**src/rtl/tlb_refill_round_robin_unit_macros.svh**
```systemverilog
// Assertion helpers, clocked on clk_i and idle while rst_ni is low.
`ifndef TLB_REFILL_ROUND_ROBIN_UNIT_MACROS_SVH
`define TLB_REFILL_ROUND_ROBIN_UNIT_MACROS_SVH

`define TLBRR_ASSERT(lbl, prop, msg) \
  lbl: assert property (@(posedge clk_i) disable iff (!rst_ni) (prop)) else $error(msg);

`define TLBRR_ASSERT_IMP(lbl, ante, cons, msg) \
  lbl: assert property (@(posedge clk_i) disable iff (!rst_ni) (ante) |-> (cons)) \
    else $error(msg);

`endif

```
**src/rtl/tlbrr_pkg.sv**
```systemverilog
`default_nettype none

package tlbrr_pkg;

  localparam int unsigned PageW = 20;
  localparam int unsigned SlotW = 6;

  typedef enum logic {
    FUNC_FILL    = 1'b0,
    FUNC_REPLACE = 1'b1
  } func_e;

  typedef enum logic [2:0] {
    OUT_HIT    = 3'd0,
    OUT_FREE   = 3'd1,
    OUT_RR     = 3'd2,
    OUT_VICTIM = 3'd3,
    OUT_ABSENT = 3'd4
  } outcome_e;

  typedef enum logic [1:0] {
    ST_IDLE,
    ST_SCAN,
    ST_DECIDE
  } state_e;

  typedef struct packed {
    func_e              func;
    logic [PageW-1:0]   fault_page;
    logic [PageW-1:0]   frame;
    logic               is_write;
    logic [PageW-1:0]   victim_page;
  } in_item_t;

  typedef struct packed {
    logic [SlotW-1:0]   slot;
    outcome_e           outcome;
    logic               dirty_set;
  } out_item_t;

  // One stored translation; the valid mark lives in flops beside the memory.
  typedef struct packed {
    logic [PageW-1:0]   page;
    logic [PageW-1:0]   frame;
    logic               dirty;
  } entry_t;

endpackage

`default_nettype wire

```
**src/rtl/tlb_refill_round_robin_unit.sv**
```systemverilog
// One item at a time: a new input beat is taken only in the idle state, and the result
// beat is loaded from the decide state. A single probe pass reads the entry
// memory one slot a cycle through its one read port, then the decide state writes back.
// Reset: all valid marks cleared at once and the round-robin pointer set to zero;
// the entry memory itself is not cleared, so the block is ready straight after reset.
`default_nettype none

module tlb_refill_round_robin_unit #(
  parameter int unsigned TLB_SLOTS = 64,
  parameter int unsigned PAGE_BITS = 20
) (
  input  wire logic                  clk_i,
  input  wire logic                  rst_ni,
  input  wire logic                  in_valid_i,
  output logic                       in_ready_o,
  input  wire tlbrr_pkg::in_item_t   in_data_i,
  output logic                       out_valid_o,
  input  wire logic                  out_ready_i,
  output tlbrr_pkg::out_item_t       out_data_o
);

  import tlbrr_pkg::*;

  `include "tlb_refill_round_robin_unit_macros.svh"

  localparam int unsigned IdxW = $clog2(TLB_SLOTS);
  localparam int unsigned CntW = $clog2(TLB_SLOTS + 1);
  localparam logic [IdxW-1:0] LastIdx = IdxW'(TLB_SLOTS - 1);
  localparam logic [CntW-1:0] SlotsCnt = CntW'(TLB_SLOTS);
  localparam logic [PageW-1:0] PageMask = (PAGE_BITS >= PageW) ? {PageW{1'b1}} :
                                          PageW'((64'd1 << PAGE_BITS) - 64'd1);

  entry_t tlb_mem [TLB_SLOTS];

  state_e              state_q, state_d;
  logic [CntW-1:0]     cnt_q, cnt_d;
  logic                chk_vld_q;
  logic [IdxW-1:0]     chk_idx_q;
  entry_t              rd_q;
  in_item_t            item_q;
  logic                hit_found_q, free_found_q;
  logic [IdxW-1:0]     hit_idx_q, free_idx_q;
  logic [IdxW-1:0]     rr_q, rr_d;
  logic [TLB_SLOTS-1:0] valid_q;
  logic                out_valid_q;
  out_item_t           out_q, out_d;

  logic                in_acc;
  in_item_t            in_masked;
  logic                mem_re, mem_we;
  logic [IdxW-1:0]     mem_ra, mem_wa;
  entry_t              mem_wd;
  logic                rr_adv, out_load;
  logic [IdxW-1:0]     tgt_idx;
  logic [IdxW+SlotW-1:0] slot_ext;
  logic [PageW-1:0]    key_page;
  logic                chk_match, chk_hole;

  assign in_acc   = in_valid_i && in_ready_o;
  assign key_page = (item_q.func == FUNC_REPLACE) ? item_q.victim_page : item_q.fault_page;

  always_comb begin
    in_masked             = in_data_i;
    in_masked.fault_page  = in_data_i.fault_page & PageMask;
    in_masked.frame       = in_data_i.frame & PageMask;
    in_masked.victim_page = in_data_i.victim_page & PageMask;
  end

  // Check stage: read data for chk_idx_q is back from the memory this cycle.
  assign chk_match = chk_vld_q && valid_q[chk_idx_q] && (rd_q.page == key_page);
  assign chk_hole  = chk_vld_q && !valid_q[chk_idx_q];

  assign slot_ext = {{SlotW{1'b0}}, tgt_idx};
  assign rr_d     = (rr_q == LastIdx) ? '0 : rr_q + IdxW'(1);

  always_comb begin
    state_d    = state_q;
    cnt_d      = cnt_q;
    in_ready_o = 1'b0;
    mem_re     = 1'b0;
    mem_ra     = cnt_q[IdxW-1:0];
    mem_we     = 1'b0;
    mem_wa     = '0;
    mem_wd     = '{page: item_q.fault_page, frame: item_q.frame, dirty: item_q.is_write};
    rr_adv     = 1'b0;
    out_load   = 1'b0;
    tgt_idx    = '0;
    out_d      = '{slot: '0, outcome: OUT_ABSENT, dirty_set: 1'b0};

    unique case (state_q)
      ST_IDLE: begin
        in_ready_o = 1'b1;
        if (in_valid_i) begin
          state_d = ST_SCAN;
          cnt_d   = '0;
        end
      end
      ST_SCAN: begin
        if (cnt_q < SlotsCnt) begin
          mem_re = 1'b1;
          cnt_d  = cnt_q + CntW'(1);
        end
        if (chk_vld_q && chk_idx_q == LastIdx) begin
          state_d = ST_DECIDE;
        end
      end
      ST_DECIDE: begin
        // Hold the decision until the output register is free.
        if (!out_valid_q || out_ready_i) begin
          out_load = 1'b1;
          state_d  = ST_IDLE;
          priority if (item_q.func == FUNC_REPLACE) begin
            if (hit_found_q) begin
              mem_we       = 1'b1;
              tgt_idx      = hit_idx_q;
              mem_wd.dirty = 1'b1;
              out_d.outcome = OUT_VICTIM;
            end else begin
              out_d.outcome = OUT_ABSENT;
            end
          end else if (hit_found_q) begin
            mem_we        = 1'b1;
            tgt_idx       = hit_idx_q;
            out_d.outcome = OUT_HIT;
          end else if (free_found_q) begin
            mem_we        = 1'b1;
            tgt_idx       = free_idx_q;
            out_d.outcome = OUT_FREE;
          end else begin
            mem_we        = 1'b1;
            tgt_idx       = rr_q;
            rr_adv        = 1'b1;
            out_d.outcome = OUT_RR;
          end
          mem_wa          = tgt_idx;
          out_d.slot      = mem_we ? slot_ext[SlotW-1:0] : '0;
          out_d.dirty_set = mem_we ? mem_wd.dirty : 1'b0;
        end
      end
      default: begin
        state_d = ST_IDLE;
      end
    endcase
  end

  always_ff @(posedge clk_i or negedge rst_ni) begin
    if (!rst_ni) begin
      state_q      <= ST_IDLE;
      cnt_q        <= '0;
      chk_vld_q    <= 1'b0;
      hit_found_q  <= 1'b0;
      free_found_q <= 1'b0;
      rr_q         <= '0;
      valid_q      <= '0;
      out_valid_q  <= 1'b0;
    end else begin
      state_q   <= state_d;
      cnt_q     <= cnt_d;
      chk_vld_q <= mem_re;
      if (in_acc) begin
        hit_found_q  <= 1'b0;
        free_found_q <= 1'b0;
      end else begin
        // First hit and first hole in slot order win.
        if (chk_match && !hit_found_q) begin
          hit_found_q <= 1'b1;
        end
        if (chk_hole && !free_found_q) begin
          free_found_q <= 1'b1;
        end
      end
      if (rr_adv) begin
        rr_q <= rr_d;
      end
      if (mem_we) begin
        valid_q[mem_wa] <= 1'b1;
      end
      if (out_load) begin
        out_valid_q <= 1'b1;
      end else if (out_ready_i) begin
        out_valid_q <= 1'b0;
      end
    end
  end

  always_ff @(posedge clk_i) begin
    chk_idx_q <= mem_ra;
    if (in_acc) begin
      item_q <= in_masked;
    end
    if (chk_match && !hit_found_q) begin
      hit_idx_q <= chk_idx_q;
    end
    if (chk_hole && !free_found_q) begin
      free_idx_q <= chk_idx_q;
    end
    if (out_load) begin
      out_q <= out_d;
    end
  end

  // Entry memory: one write port, one registered read port. The sequencer
  // never reads and writes in the same cycle, so no forwarding is needed.
  always_ff @(posedge clk_i) begin
    if (mem_we) begin
      tlb_mem[mem_wa] <= mem_wd;
    end
    if (mem_re) begin
      rd_q <= tlb_mem[mem_ra];
    end
  end

  assign out_valid_o = out_valid_q;
  assign out_data_o  = out_q;

  `TLBRR_ASSERT(a_no_rw_overlap, !(mem_we && mem_re), "memory read and write overlap")
  `TLBRR_ASSERT_IMP(a_rr_only_when_full, rr_adv, &valid_q, "round-robin pick with a free slot")
  `TLBRR_ASSERT_IMP(a_rr_moves_on_pick, rr_q != $past(rr_q), $past(rr_adv),
                    "round-robin pointer moved without a pick")
  `TLBRR_ASSERT_IMP(a_absent_is_empty, out_valid_o && out_data_o.outcome == OUT_ABSENT,
                    out_data_o.slot == '0 && !out_data_o.dirty_set,
                    "absent victim result carries a slot or dirty mark")

endmodule

`default_nettype wire

```
**config.mk**
```make
export PLATFORM = sky130hd
export DESIGN_NAME = tlb_refill_round_robin_unit
export DESIGN_NICKNAME = d
export VERILOG_FILES = /design/src/rtl/tlbrr_pkg.sv /design/src/rtl/tlb_refill_round_robin_unit.sv
export VERILOG_INCLUDE_DIRS = /design/src /design/src/rtl
export SDC_FILE = /design/constraint.sdc
export NUM_CORES = 1
export LEC_CHECK = 0
export ABC_AREA = 0
export BUFFER_PORTS_ARGS = -buffer_cell sky130_fd_sc_hd__buf_2
export CAP_MARGIN = 20
export CORE_ASPECT_RATIO = 1.25
export CORE_MARGIN = 2
export CORE_UTILIZATION = 65
export CTS_BUF_LIST = sky130_fd_sc_hd__clkbuf_4
export DETAILED_ROUTE_END_ITERATION = 16
export PLACE_DENSITY_LB_ADDON = 0.1
export REMOVE_ABC_BUFFERS = 1
export SYNTH_ARGS = -nofsm -noshare
export SYNTH_HDL_FRONTEND = slang
export SYNTH_SLANG_ARGS = --single-unit
```
**constraint.sdc**
```tcl
create_clock -name clk_i -period 3.2 [get_ports clk_i]
set_input_delay 0.96 -clock clk_i [delete_from_list [all_inputs] [get_ports clk_i]]
set_output_delay 0.96 -clock clk_i [all_outputs]
set_load 0.01 [all_outputs]
```
==> flow_summary.toml <==
[power_and_ir_drop]
clock_power_share_pct = 29.3
internal_power_w = 0.0355
switching_power_w = 0.0142
comb_pwr_share_pct = 27.4
seq_power_share_pct = 43.3
leakage_nw = 21.3
sw_frac_of_total_pct = 28.5
power-per-cell-area_nw_per_um2 = 777
ir_drop_mv = 0.609

[route]
drt_first_iter_violations = 3512
postRouteAntennaNets = 0
wl_per_cell_um = 32.0
route.detailed.vias_per_inst = 6.53
detail_route.wirelength_um = 133000
drt_pre_antenna_iters = 5
remaining_drc_errors = 0
detailroute.via_count = 27242

[layout]
ff_latch_area_um2 = 43200
mostFrequentLayoutCells = "sky130_fd_sc_hd__edfxtp_1, sky130_fd_sc_hd__clkbuf_4, sky130_fd_sc_hd__mux4_2"
stdcell_area_um2 = 63900
multiInputGateArea_um2 = 11900
nFillCells = 4602
final_cells = 4172
nets = 2900
area_growth_from_synthesis_to_layout_pct = 15.5
final_common_cell = "sky130_fd_sc_hd__edfxtp_1"
post_route_cells_drive_above_1_share_pct = 41.1

[global_route]
grt_first_pass_wirelength_um = 192000
groute.usage.overall_pct = 31.8
vias_in_the_first_global_route = 28560
antenna_violations_before_repair = 7
grt_max_degree = 65
grt_remaining_overflow = 0

[yosys]
async_reset_ff_share_pct = 5.71
synth_area_um2 = 55300
post_synth.cell_area_avg_um2 = 23.9
synth.yosys.seq_area_share_pct = 78.0
synthesis.instances = 2316
postSynth.topFlopCell = "sky130_fd_sc_hd__edfxtp_1"
yosysWarningCount = 0
number_of_flops_mapped_to_enable_cells_by_yosys = 1364
synth.distinct_cells = 45
synth.ff_latch_count = 1453

[sta]
report.final.setup_viol = 0
final.min_clock_period_ps = 3100
final_max_slew_viol_count = 0
finalClockSkew_ps = 127
finalHoldWorstSlack_ps = 172
setup-tns-final_ps = 0
final.period_utilization_pct = 96.8
hold_viol_final = 0
timing.max_slew.rel_slack_pct = 33.8
max_freq_ghz = 0.323
grt_setup_unrepaired = "no"
worst_slew_pin_slew_ps = 992

[clock_network]
clkSinkCount = 1453
tritoncts = "done"
insertion_delay_ps = 1180
cts.clk_slew.worst_paths_ps = 70
cts.repair_timing.setup_buffer_count = 0
numCtsBuffers = 350
deepest_clock_path_buffer_count = 4
cts_max_level = 5
cts_root_buffer = "sky130_fd_sc_hd__clkbuf_4"

[place]
routability_congestion_estimate_from_global_placement = 0.918
numPlacedInstances = 3532
dpl.hpwl_um = 76500
portBuffers = 57
placement.cell_area_um2 = 59200

[worst_setup_path]
critPathArrivalTime_ps = 3920
worstSetupPathType = "flip-flop to flip-flop"
endpoint_kind = "flip-flop"
timing.critical_path.required_ps = 4020
worst-path-max-fanout = 32
critPathLaunchType = "flip-flop"

[run_status]
result_of_the_run = "complete, no violations"

[hold_path]
worst_hold_path_type = "primary input to flip-flop"

[floorplan]
die_area_um2 = 87500
die_h_um = 330
pin_count = 78
initial_utilization_pct = 65.7
die_w_um = 265
core_region_area_um2 = 84300
placementRows = 119

[job]
max_cap_viol_count = 0
[registers in the layout, summed over array words and instances, names as in the netlist]
| signal | flops |
|---|---|
| tlb_mem | 1280 |
| valid_q | 64 |
| item_q | 42 |
| rd_q | 20 |
| out_data_o | 10 |
| cnt_q | 7 |
| chk_idx_q | 6 |
| free_idx_q | 6 |
| hit_idx_q | 6 |
| rr_q | 6 |
| state_q | 2 |
| chk_vld_q | 1 |
| free_found_q | 1 |
| hit_found_q | 1 |
| out_valid_o | 1 |
[through the flow]
step	utilization, %	setup WS [ps]	power (W)
final	75.8	104	0.0497
after global routing	75.8	4.52	0.0515
after CTS	75.8	62.4	0.0501
after detailed placement	70.3	-6.70	0.0356
after global placement	70.3	20.5	0.0353
after floorplan	-	-10790	0.0277
[synthesized netlist by cell type, types with 8 or more instances]
cell type,count,area share [%]
sky130_fd_sc_hd__buf_2,32,0.29
sky130_fd_sc_hd__edfxtp_1,1364,74
sky130_fd_sc_hd__or2_1,66,0.75
sky130_fd_sc_hd__mux4_2,433,18
sky130_fd_sc_hd__xor2_1,21,0.33
sky130_fd_sc_hd__clkbuf_1,52,0.35
sky130_fd_sc_hd__nand4_1,8,0.090
sky130_fd_sc_hd__mux2i_1,29,0.52
sky130_fd_sc_hd__dfrtp_1,83,3.8
sky130_fd_sc_hd__nand2_1,30,0.20
sky130_fd_sc_hd__buf_1,21,0.14
sky130_fd_sc_hd__xnor2_1,8,0.13
sky130_fd_sc_hd__nor2_1,91,0.62
[path summary, 6_finish.rpt]
| check | from | end | slack, ps | depth (start not counted) |
|---|---|---|---|---|
| max | cnt_q[0] | rd_q[30] | 100 | 5 |
| min | in_data_i[42] | item_q[42] | 170 | 1 |
| max reg2reg | cnt_q[0] | rd_q[30] | 100 | 5 |
| min reg2reg | valid_q[43] | valid_q[43] | 460 | 1 |
| max in group asynchronous | rst_ni | valid_q[24] | 2060 | 3 |
| min in group asynchronous | rst_ni | out_valid_o | 350 | 2 |
[layout make-up]
class	instances	share of cell area, %
clock buffers	504	5.92
repair buffers	270	4.98
flip-flops and latches	1453	67.5
multi-input cells	751	18.6
diodes	3	0.0117
clock inverters	96	0.820
well taps	1089	2.13
inverters	6	0.0352
[repair_timing]
action / in CTS / in global routing
hold buffers: 37 / 0
endpoints found under the setup margin: 1 / 0
resized for setup: 1 / 0
endpoints found under the hold margin: 81 / 0
[cell families after synthesis]
family                     Yosys count  synth area share, %
and+or+nand+nor                    219                 1.93
AOI/OAI and AO/OA                   30                0.384
xor gates and xnor gates            29                0.459
muxes                              471                 18.3
buffers and inverters              112                0.846
adders and majority gates            2               0.0452
DFF                               1453                 78.0
[per-layer routing]
metal / global-route usage [%] / wire length [µm] / vias to the layer above
li1: - / - / 11089
met1: 42.9 / 47800 / 14277
met5: 0 / 13 / -
met4: 13.5 / 4840 / 2
met2: 50.6 / 66500 / 1677
met3: 8.40 / 14200 / 197
[critical path: stages, from the launching register on]
cell,delay (ps)
sky130_fd_sc_hd__dfrtp_4,510
sky130_fd_sc_hd__buf_12,340
sky130_fd_sc_hd__buf_4,280
sky130_fd_sc_hd__mux4_2,530
sky130_fd_sc_hd__mux4_2,540
sky130_fd_sc_hd__mux4_2,490
[power groups by stage]
stage | Sequential, W | Combinational [W] | Clock [W]
after global placement | 0.0219 | 0.0134 | 0
after detailed placement | 0.0219 | 0.0136 | 0
after CTS | 0.0215 | 0.0137 | 0.0149
final | 0.0215 | 0.0136 | 0.0146
after global routing | 0.0216 | 0.0141 | 0.0158
after floorplan | 0.0225 | 0.00511 | 0
Note: power is estimated with default switching activity, not from simulation.
